File: config.mk
export PLATFORM = sky130hd
export DESIGN_NAME = playfair_cipher_encrypt_flat
export DESIGN_NICKNAME = d
export VERILOG_FILES = /design/src/sv/pfe_pkg.sv /design/src/sv/pfe_req_if.sv /design/src/sv/pfe_rsp_if.sv /design/src/sv/playfair_cipher_encrypt.sv /design/src/sv/pfe_ram.sv /design/src/flat_wrapper.sv
export SDC_FILE = /design/constraint.sdc
export NUM_CORES = 1
export LEC_CHECK = 0
export BUFFER_PORTS_ARGS = -buffer_cell sky130_fd_sc_hd__buf_2
export CAP_MARGIN = 20
export CORE_MARGIN = 3
export CORE_UTILIZATION = 44
export DETAILED_ROUTE_END_ITERATION = 10
export GPL_TIMING_DRIVEN = 0
export PLACE_DENSITY = 0.66
export SYNTH_ARGS = -nofsm -noshare
export SYNTH_HDL_FRONTEND = slang
export SYNTH_HIERARCHICAL = 1
export SYNTH_SLANG_ARGS = --single-unit
File: constraint.sdc
create_clock -name clock -period 5.1 [get_ports clock]
set_input_delay 1.02 -clock clock [delete_from_list [all_inputs] [get_ports clock]]
set_output_delay 1.02 -clock clock [all_outputs]
set_load 0.005 [all_outputs]
File: src/sv/pfe_pkg.sv
// pfe_pkg: shared types, letter constants and square helpers for the playfair encryptor
// depends on: nothing
`timescale 1ns / 1ps

package pfe_pkg;

   // letter index a=0..z=25 and cell index 0..24 in the 5x5 square
   typedef logic [4:0] letter_type;
   typedef logic [4:0] cell_type;
   typedef logic [2:0] coord_type;
   typedef logic [1:0] op_type;

   // op codes of the request word
   localparam op_type OpKeyLetter = 2'd0;
   localparam op_type OpKeyDone   = 2'd1;
   localparam op_type OpPlain     = 2'd2;
   localparam op_type OpFlush     = 2'd3;

   // letter constants
   localparam letter_type LetA     = 5'd0;
   localparam letter_type LetI     = 5'd8;
   localparam letter_type LetJ     = 5'd9;
   localparam letter_type LetX     = 5'd23;
   localparam letter_type LetZ     = 5'd25;
   localparam int         AlphaLen = 26;
   localparam int         SqCells  = 25;
   localparam int         SqSide   = 5;

   localparam coord_type LastCoord = 3'(SqSide - 1);

   // row of a cell, by compare chain instead of a divide
   function automatic coord_type cell_row(input cell_type pos);
      coord_type row;
      if (pos >= 5'd20) row = 3'd4;
      else if (pos >= 5'd15) row = 3'd3;
      else if (pos >= 5'd10) row = 3'd2;
      else if (pos >= 5'd5) row = 3'd1;
      else row = 3'd0;
      return row;
   endfunction

   // column of a cell: cell minus row*5
   function automatic coord_type cell_col(input cell_type pos);
      coord_type row;
      cell_type  rem;
      row = cell_row(pos);
      rem = pos - {row, 2'b00} - {2'b00, row};
      return rem[2:0];
   endfunction

   // cell index from row and column
   function automatic cell_type cell_index(input coord_type row, input coord_type col);
      return {row, 2'b00} + {2'b00, row} + {2'b00, col};
   endfunction

   // next coordinate with wrap around
   function automatic coord_type coord_next(input coord_type c);
      return (c == LastCoord) ? 3'd0 : c + 3'd1;
   endfunction

   // filler letter: x, or z when the letter itself is x
   function automatic letter_type filler_for(input letter_type let_in);
      return (let_in == LetX) ? LetZ : LetX;
   endfunction

endpackage

File: src/sv/pfe_req_if.sv
// pfe_req_if: request channel carrying one op/letter word with valid/ready
// depends on: pfe_pkg
`timescale 1ns / 1ps

interface pfe_req_if;
   logic               valid;
   logic               ready;
   pfe_pkg::op_type    op;
   pfe_pkg::letter_type letter;

   modport source (output valid, output op, output letter, input ready);
   modport sink   (input valid, input op, input letter, output ready);
endinterface

File: src/sv/pfe_rsp_if.sv
// pfe_rsp_if: response channel carrying one enciphered pair with valid/ready
// depends on: pfe_pkg
`timescale 1ns / 1ps

interface pfe_rsp_if;
   logic                valid;
   logic                ready;
   pfe_pkg::letter_type first_cipher;
   pfe_pkg::letter_type second_cipher;
   logic                last_of_message;

   modport source (output valid, output first_cipher, output second_cipher,
                   output last_of_message, input ready);
   modport sink   (input valid, input first_cipher, input second_cipher,
                   input last_of_message, output ready);
endinterface

File: src/sv/playfair_cipher_encrypt.sv
// playfair_cipher_encrypt: top level of the playfair encryptor
// depends on: pfe_pkg, pfe_req_if, pfe_rsp_if, pfe_ram
`timescale 1ns / 1ps

// Playfair encryptor over letters 0..25 (j read as i). Key letters, a key-done word,
// plaintext letters and a flush word arrive on req_chan; each finished pair leaves on
// rsp_chan as two cipher letters plus a flag set when the flush closed the message.
// A key letter, an ignored word and a plaintext letter that only waits for its partner
// leave the block idle and ready. A key-done word walks the alphabet one letter a cycle.
// A word that completes a pair steps through StPosA, StPosB, StSqA, StSqB and StDone: the
// square and the letter-position table each have a single read port, so the two position
// lookups and the two square reads are done one after the other. The next word is taken
// once the pair is in the output register, which holds it until rsp_chan takes it.
module playfair_cipher_encrypt (
   input  logic     clock,
   input  logic     reset,
   pfe_req_if.sink  req_chan,
   pfe_rsp_if.source rsp_chan
);

   // sequencer states
   localparam logic [2:0] StIdle = 3'd0;
   localparam logic [2:0] StFill = 3'd1;
   localparam logic [2:0] StPosA = 3'd2;
   localparam logic [2:0] StPosB = 3'd3;
   localparam logic [2:0] StSqA  = 3'd4;
   localparam logic [2:0] StSqB  = 3'd5;
   localparam logic [2:0] StDone = 3'd6;

   logic [2:0]          state_ff, state_in;
   pfe_pkg::letter_type walk_ff, walk_in;
   pfe_pkg::cell_type   fill_ff, fill_in;
   logic                sq_ready_ff, sq_ready_in;
   logic [25:0]         present_ff, present_in;
   logic                pend_valid_ff, pend_valid_in;
   pfe_pkg::letter_type pend_ff, pend_in;
   pfe_pkg::letter_type a_ff, a_in;
   pfe_pkg::letter_type b_ff, b_in;
   logic                last_ff, last_in;
   pfe_pkg::cell_type   pa_ff, pa_in;
   pfe_pkg::cell_type   cb_ff, cb_in;
   pfe_pkg::letter_type first_ff, first_in;
   logic                rsp_valid_ff, rsp_valid_in;
   pfe_pkg::letter_type rsp_first_ff, rsp_first_in;
   pfe_pkg::letter_type rsp_second_ff, rsp_second_in;
   logic                rsp_last_ff, rsp_last_in;

   logic                accept;
   pfe_pkg::letter_type let_fold;
   logic                let_ok;
   logic                place_req;
   logic                place_en;
   pfe_pkg::letter_type place_let;
   pfe_pkg::letter_type pos_raddr;
   pfe_pkg::cell_type   pos_rdata;
   pfe_pkg::cell_type   sq_raddr;
   pfe_pkg::letter_type sq_rdata;
   pfe_pkg::coord_type  r1, c1, r2, c2;
   pfe_pkg::cell_type   ca, cb;

   assign req_chan.ready = (state_ff == StIdle);
   assign accept         = req_chan.valid && req_chan.ready;

   // fold j to i and range check
   assign let_ok   = (req_chan.letter < 5'(pfe_pkg::AlphaLen));
   assign let_fold = (req_chan.letter == pfe_pkg::LetJ) ? pfe_pkg::LetI : req_chan.letter;

   // position of each placed letter
   pfe_ram #(.WIDTH(5), .DEPTH(26)) u_pos_ram (
      .clock   (clock),
      .wr_en   (place_en),
      .wr_addr (place_let),
      .wr_data (fill_ff),
      .rd_addr (pos_raddr),
      .rd_data (pos_rdata)
   );

   // square cells, row-major
   pfe_ram #(.WIDTH(5), .DEPTH(25)) u_sq_ram (
      .clock   (clock),
      .wr_en   (place_en),
      .wr_addr (fill_ff),
      .wr_data (place_let),
      .rd_addr (sq_raddr),
      .rd_data (sq_rdata)
   );

   // letter placement shared by key letters and the alphabet walk
   always_comb begin
      place_let = (state_ff == StFill) ? walk_ff : let_fold;
      place_req = 1'b0;
      if (state_ff == StFill) begin
         place_req = (walk_ff != pfe_pkg::LetJ);
      end else if (accept && req_chan.op == pfe_pkg::OpKeyLetter) begin
         place_req = let_ok && !sq_ready_ff;
      end
      place_en = place_req && !present_ff[place_let]
                 && (fill_ff < 5'(pfe_pkg::SqCells));
   end

   // rectangle, row and column rules on the two looked-up positions
   always_comb begin
      r1 = pfe_pkg::cell_row(pa_ff);
      c1 = pfe_pkg::cell_col(pa_ff);
      r2 = pfe_pkg::cell_row(pos_rdata);
      c2 = pfe_pkg::cell_col(pos_rdata);
      if (r1 == r2) begin
         ca = pfe_pkg::cell_index(r1, pfe_pkg::coord_next(c1));
         cb = pfe_pkg::cell_index(r2, pfe_pkg::coord_next(c2));
      end else if (c1 == c2) begin
         ca = pfe_pkg::cell_index(pfe_pkg::coord_next(r1), c1);
         cb = pfe_pkg::cell_index(pfe_pkg::coord_next(r2), c2);
      end else begin
         ca = pfe_pkg::cell_index(r1, c2);
         cb = pfe_pkg::cell_index(r2, c1);
      end
   end

   // sequencer and next-state logic
   always_comb begin
      state_in      = state_ff;
      walk_in       = walk_ff;
      fill_in       = fill_ff;
      sq_ready_in   = sq_ready_ff;
      present_in    = present_ff;
      pend_valid_in = pend_valid_ff;
      pend_in       = pend_ff;
      a_in          = a_ff;
      b_in          = b_ff;
      last_in       = last_ff;
      pa_in         = pa_ff;
      cb_in         = cb_ff;
      first_in      = first_ff;
      rsp_valid_in  = rsp_valid_ff && !rsp_chan.ready;
      rsp_first_in  = rsp_first_ff;
      rsp_second_in = rsp_second_ff;
      rsp_last_in   = rsp_last_ff;
      pos_raddr     = a_ff;
      sq_raddr      = cb_ff;

      if (place_en) begin
         present_in[place_let] = 1'b1;
         fill_in               = fill_ff + 5'd1;
      end

      unique case (state_ff)
         StIdle: begin
            if (accept) begin
               unique case (req_chan.op)
                  pfe_pkg::OpKeyLetter: begin
                  end
                  pfe_pkg::OpKeyDone: begin
                     if (!sq_ready_ff) begin
                        walk_in  = pfe_pkg::LetA;
                        state_in = StFill;
                     end
                  end
                  pfe_pkg::OpFlush: begin
                     if (sq_ready_ff && pend_valid_ff) begin
                        a_in          = pend_ff;
                        b_in          = pfe_pkg::filler_for(pend_ff);
                        last_in       = 1'b1;
                        pend_valid_in = 1'b0;
                        state_in      = StPosA;
                     end
                  end
                  pfe_pkg::OpPlain: begin
                     if (let_ok && sq_ready_ff) begin
                        if (!pend_valid_ff) begin
                           pend_in       = let_fold;
                           pend_valid_in = 1'b1;
                        end else if (pend_ff == let_fold) begin
                           // doubled letter: filler closes the pair, letter stays pending
                           a_in     = pend_ff;
                           b_in     = pfe_pkg::filler_for(pend_ff);
                           last_in  = 1'b0;
                           state_in = StPosA;
                        end else begin
                           a_in          = pend_ff;
                           b_in          = let_fold;
                           last_in       = 1'b0;
                           pend_valid_in = 1'b0;
                           state_in      = StPosA;
                        end
                     end
                  end
                  default: begin
                  end
               endcase
            end
         end
         StFill: begin
            walk_in = walk_ff + 5'd1;
            if (walk_ff == 5'(pfe_pkg::AlphaLen - 1)) begin
               sq_ready_in = 1'b1;
               state_in    = StIdle;
            end
         end
         StPosA: begin
            pos_raddr = a_ff;
            state_in  = StPosB;
         end
         StPosB: begin
            pos_raddr = b_ff;
            pa_in     = pos_rdata;
            state_in  = StSqA;
         end
         StSqA: begin
            sq_raddr = ca;
            cb_in    = cb;
            state_in = StSqB;
         end
         StSqB: begin
            sq_raddr = cb_ff;
            first_in = sq_rdata;
            state_in = StDone;
         end
         StDone: begin
            // hold the read address so the second letter stays on the ram output
            sq_raddr = cb_ff;
            if (!rsp_valid_ff || rsp_chan.ready) begin
               rsp_valid_in  = 1'b1;
               rsp_first_in  = first_ff;
               rsp_second_in = sq_rdata;
               rsp_last_in   = last_ff;
               state_in      = StIdle;
            end
         end
         default: begin
            state_in = StIdle;
         end
      endcase
   end

   // registers
   always_ff @(posedge clock) begin
      if (reset) begin
         state_ff      <= StIdle;
         fill_ff       <= '0;
         sq_ready_ff   <= 1'b0;
         present_ff    <= '0;
         pend_valid_ff <= 1'b0;
         pend_ff       <= '0;
         rsp_valid_ff  <= 1'b0;
      end else begin
         state_ff      <= state_in;
         fill_ff       <= fill_in;
         sq_ready_ff   <= sq_ready_in;
         present_ff    <= present_in;
         pend_valid_ff <= pend_valid_in;
         pend_ff       <= pend_in;
         rsp_valid_ff  <= rsp_valid_in;
      end
      walk_ff       <= walk_in;
      a_ff          <= a_in;
      b_ff          <= b_in;
      last_ff       <= last_in;
      pa_ff         <= pa_in;
      cb_ff         <= cb_in;
      first_ff      <= first_in;
      rsp_first_ff  <= rsp_first_in;
      rsp_second_ff <= rsp_second_in;
      rsp_last_ff   <= rsp_last_in;
   end

   // output word
   assign rsp_chan.valid           = rsp_valid_ff;
   assign rsp_chan.first_cipher    = rsp_first_ff;
   assign rsp_chan.second_cipher   = rsp_second_ff;
   assign rsp_chan.last_of_message = rsp_last_ff;

endmodule

File: src/sv/pfe_ram.sv
// pfe_ram: generic single write, single read ram with registered read data
// depends on: nothing
`timescale 1ns / 1ps

module pfe_ram #(
   parameter int WIDTH = 5,
   parameter int DEPTH = 26
) (
   input  logic                     clock,
   input  logic                     wr_en,
   input  logic [$clog2(DEPTH)-1:0] wr_addr,
   input  logic [WIDTH-1:0]         wr_data,
   input  logic [$clog2(DEPTH)-1:0] rd_addr,
   output logic [WIDTH-1:0]         rd_data
);

   logic [WIDTH-1:0] mem_ff [DEPTH];
   logic [WIDTH-1:0] rd_data_ff;

   // write port and registered read port
   always_ff @(posedge clock) begin
      if (wr_en) begin
         mem_ff[wr_addr] <= wr_data;
      end
      rd_data_ff <= mem_ff[rd_addr];
   end

   assign rd_data = rd_data_ff;

endmodule

File: src/flat_wrapper.sv
// flat-port wrapper written by rule: the top's interface ports become plain ports
module playfair_cipher_encrypt_flat 
  (clock, reset, req_chan_valid, req_chan_op, req_chan_letter, req_chan_ready, rsp_chan_valid, rsp_chan_first_cipher, rsp_chan_second_cipher, rsp_chan_last_of_message, rsp_chan_ready);
  pfe_req_if req_chan_i ();
  pfe_rsp_if rsp_chan_i ();
  input  logic clock;
  input  logic reset;
  input wire logic [$bits(req_chan_i.valid)-1:0] req_chan_valid;
  input wire logic [$bits(req_chan_i.op)-1:0] req_chan_op;
  input wire logic [$bits(req_chan_i.letter)-1:0] req_chan_letter;
  output wire logic [$bits(req_chan_i.ready)-1:0] req_chan_ready;
  output wire logic [$bits(rsp_chan_i.valid)-1:0] rsp_chan_valid;
  output wire logic [$bits(rsp_chan_i.first_cipher)-1:0] rsp_chan_first_cipher;
  output wire logic [$bits(rsp_chan_i.second_cipher)-1:0] rsp_chan_second_cipher;
  output wire logic [$bits(rsp_chan_i.last_of_message)-1:0] rsp_chan_last_of_message;
  input wire logic [$bits(rsp_chan_i.ready)-1:0] rsp_chan_ready;
  assign req_chan_i.valid = req_chan_valid;
  assign req_chan_i.op = req_chan_op;
  assign req_chan_i.letter = req_chan_letter;
  assign req_chan_ready = req_chan_i.ready;
  assign rsp_chan_valid = rsp_chan_i.valid;
  assign rsp_chan_first_cipher = rsp_chan_i.first_cipher;
  assign rsp_chan_second_cipher = rsp_chan_i.second_cipher;
  assign rsp_chan_last_of_message = rsp_chan_i.last_of_message;
  assign rsp_chan_i.ready = rsp_chan_ready;
  playfair_cipher_encrypt u_core (.clock(clock), .reset(reset), .req_chan(req_chan_i), .rsp_chan(rsp_chan_i));
endmodule
==> run summary <==
Hold_buf cts -> 0
Io pins -> 24
CP endpoint kind -> flop
Status -> complete, no violations
Setup violators final -> 0
Drt first-iter violations -> 702
Max-cap violation count -> 0
Vias -> 9,390
Final Hold Viols -> 0
Clock buffer depth -> 3
Primary FF master, synth -> edfxtp_1
Row Count -> 68
Detailed Place HPWL -> 22.5 mm
Post-route cell area -> 18,400 µm²
CTS H-tree lvls -> 2
Number of enable flip-flop cells after synthesis -> 297
HP Class -> reg2reg
Critical Path Fanout Max -> 7
Worst-Margin Slew -> 0.896 ns
Most frequent cells in the layout -> edfxtp_1 (297), nor2_1 (106), mux2i_1 (90)
Cell repeated most along the worst path -> xnor2_2
Gr ovfl total -> 0
CTS Sinks -> 349
# diodes -> 0
Vias per cell -> 5.53
RSZ-0062 raised after global routing -> true
Post-DRT Antenna Nets -> 0
Root buf cell -> clkbuf_16
Worst setup SP type -> flop
RePlAce Congestion -> 0.884
Flops & latches, synth -> 349
Worst Skew -> 0.0250 ns
Slowest CP cell -> fa_1
Sequence of cells on the critical path -> nor2_1, o21ai_1, a211o_2, and2_4, ha_2, fa_2, xnor2_2, xnor2_2, fa_1, ha_1, a21o_1, a21oi_2, xnor2_1, mux2i_1, a31oi_2, clkbuf_8, mux4_2, nor3b_2, a21oi_1, and3_1
Initial core utilization -> 45.2%
Min Tclk post-route -> 4.97 ns
Average size of a mapped cell -> 14.1 µm²
Leak -> 0.00629 µW
GRT Total Usage -> 17.4%
CTS tree -> yes
Post-Place Cell Area -> 16,700 µm²
Max-slew violation count -> 0
Post-synthesis sequential area ratio -> 63.1%
First-pass DRT Iterations -> 4
Post-Route WL -> 33.1 mm
Largest net degree at the start of global routing -> 38
Die height -> 195 µm
DIE WIDTH -> 195 µm
Commonest non-fill, non-tap cell in the layout -> edfxtp_1
Wire per inst -> 19.5 µm
Initial antenna violation count -> 0
Syn Nets -> 1,183
Syn. warnings -> 6
Synth cell types -> 74
Slew headroom -> 40.0%
Kind of critical path -> reg2reg
Syn Inst Count -> 1,123
Data arrival, critical path -> 5.39 ns
Clock Pin Slew Worst Setup and Hold Paths -> 0.06 ns
Slowest Stage Delay on Critical Path -> 0.50 ns
Vias in the first global route -> 9,556
Core area -> 35,000 µm²
Synth-to-layout area growth -> 16.3%
# DRC -> 0
Layout cells sized above 1 -> 18.9%
FILL cells -> 2,843
Finished Core Util -> 52.5%
Nets -> 1,273
Fin crit share -> 97.4%
Required @ worst endpoint -> 5.53 ns
Power per cell area -> 370 nW/µm²
Die area -> 38,200 µm²
Post-synth ARST share -> 0%
First-pass GRT wire length -> 52.7 mm
Skew-Pair Late Insertion Delay -> 0.54 ns
Max rail drop VDD -> 0.000270 V
Tot Pwr -> 6790 µW
TritonCTS buffer count -> 38
Mapped cell area -> 15,800 µm²
FMAX -> 201 MHz
IO Port Bufs -> 22
per-layer routing:
metal | vias to the layer above | share of wire, % | global-route usage (%)
li1 | 4411 | - | -
met1 | 4639 | 43 | 23.4
met2 | 268 | 49 | 28.6
met3 | 72 | 5.0 | 2.93
met4 | 0 | 3.0 | 6.39
met5 | - | 0 | 0
what timing repair did:
action | 4_1_cts | 5_1_grt
setup endpoints to repair | 7 | 40
gates resized for setup | 16 | 33
setup buffers | 6 | 12
pin swaps | 6 | 15
synthesized netlist by cell type, drive strengths merged (21+ instances only):
library cell  instances  share of area [%]
buf                  26                1.2
nand3                27               0.86
nor2                106                2.5
edfxtp              297                 56
o21ai                22               0.70
dfxtp                52                6.6
ha                   39                3.1
mux4                 34                5.0
inv                  53                1.3
nand2                57                1.4
a21oi                43                1.4
o22ai                21                1.1
clkbuf               23               0.55
mux2i                91                5.8
where the power goes:
| part | switching, µW | internal, µW | total (µW) |
|---|---|---|---|
| sequential | 29.6 | 3170 | 3200 |
| clock | 1080 | 1780 | 2870 |
| combinational | 427 | 293 | 720 |
cell families after synthesis:
logic type	after synthesis	synth area share, %
DFF	349	63.1
buffers and inverters	105	3.03
xor gates and xnor gates	30	1.66
muxes	138	11.7
AOI/OAI and AO/OA	151	6.73
and+or+nand+nor	300	9.40
adders and majority gates	50	4.42
stage by stage:
step                TNS [ns]  std cells  setup slack [ns]  hold slack (ns)
floorplan                  0       1123             0.125            0.400
global placement      -55.56       1600             -1.16            0.402
detailed placement    -54.31       1608             -1.09            0.405
CTS                        0       1684            0.0107            0.418
global route         -0.0592       1698           -0.0382            0.427
finish                     0       1698             0.133            0.418
registers in the layout, summed over array words and instances, names as in the netlist, 3 cells and up:
register                       count
u_core/first_ff                    5
u_core/state_ff                    3
u_core/rsp_chan.second_cipher      5
u_core/b_ff                        5
u_core/a_ff                        5
u_core/pa_ff                       5
u_core/u_pos_ram/mem_ff          130
u_core/cb_ff                       5
u_core/pend_ff                     5
u_core/walk_ff                     5
u_core/u_sq_ram/rd_data            5
u_core/fill_ff                     5
u_core/u_pos_ram/rd_data           5
u_core/u_sq_ram/mem_ff           125
u_core/present_ff                 26
u_core/rsp_chan.first_cipher       5
cell type report:
type,instances,area (µm²),area share [%]
well taps,455,569,3.10
repair buffers,50,488,2.66
multi-input cells,669,5500,29.9
inverters,56,210,1.15
plain buffers,49,297,1.62
flip-flops and latches,349,9960,54.3
clock inverters,19,267,1.45
clock buffers,51,1070,5.83
critical path, delay by kind of cell (launching register included):
| kind | cells | cell delay [ns] |
|---|---|---|
| and+or+nand+nor | 4 | 0.68 |
| muxes | 2 | 0.45 |
| AOI/OAI and AO/OA | 6 | 1.17 |
| buffers and inverters | 1 | 0.23 |
| DFF | 1 | 0.43 |
| xor gates and xnor gates | 3 | 0.53 |
| adders and majority gates | 4 | 1.36 |
path summary, 6_finish.rpt:
check,startpoint,endpoint,slack (ns),cells after the start
max,u_core/pa_ff[1],u_core/u_sq_ram/rd_data[0],0.13,20
min,u_core/first_ff[1],u_core/rsp_chan.first_cipher[1],0.42,0
max reg2reg,u_core/pa_ff[1],u_core/u_sq_ram/rd_data[0],0.13,20
min reg2reg,u_core/first_ff[1],u_core/rsp_chan.first_cipher[1],0.42,0
(Power assumes the default switching activity.)
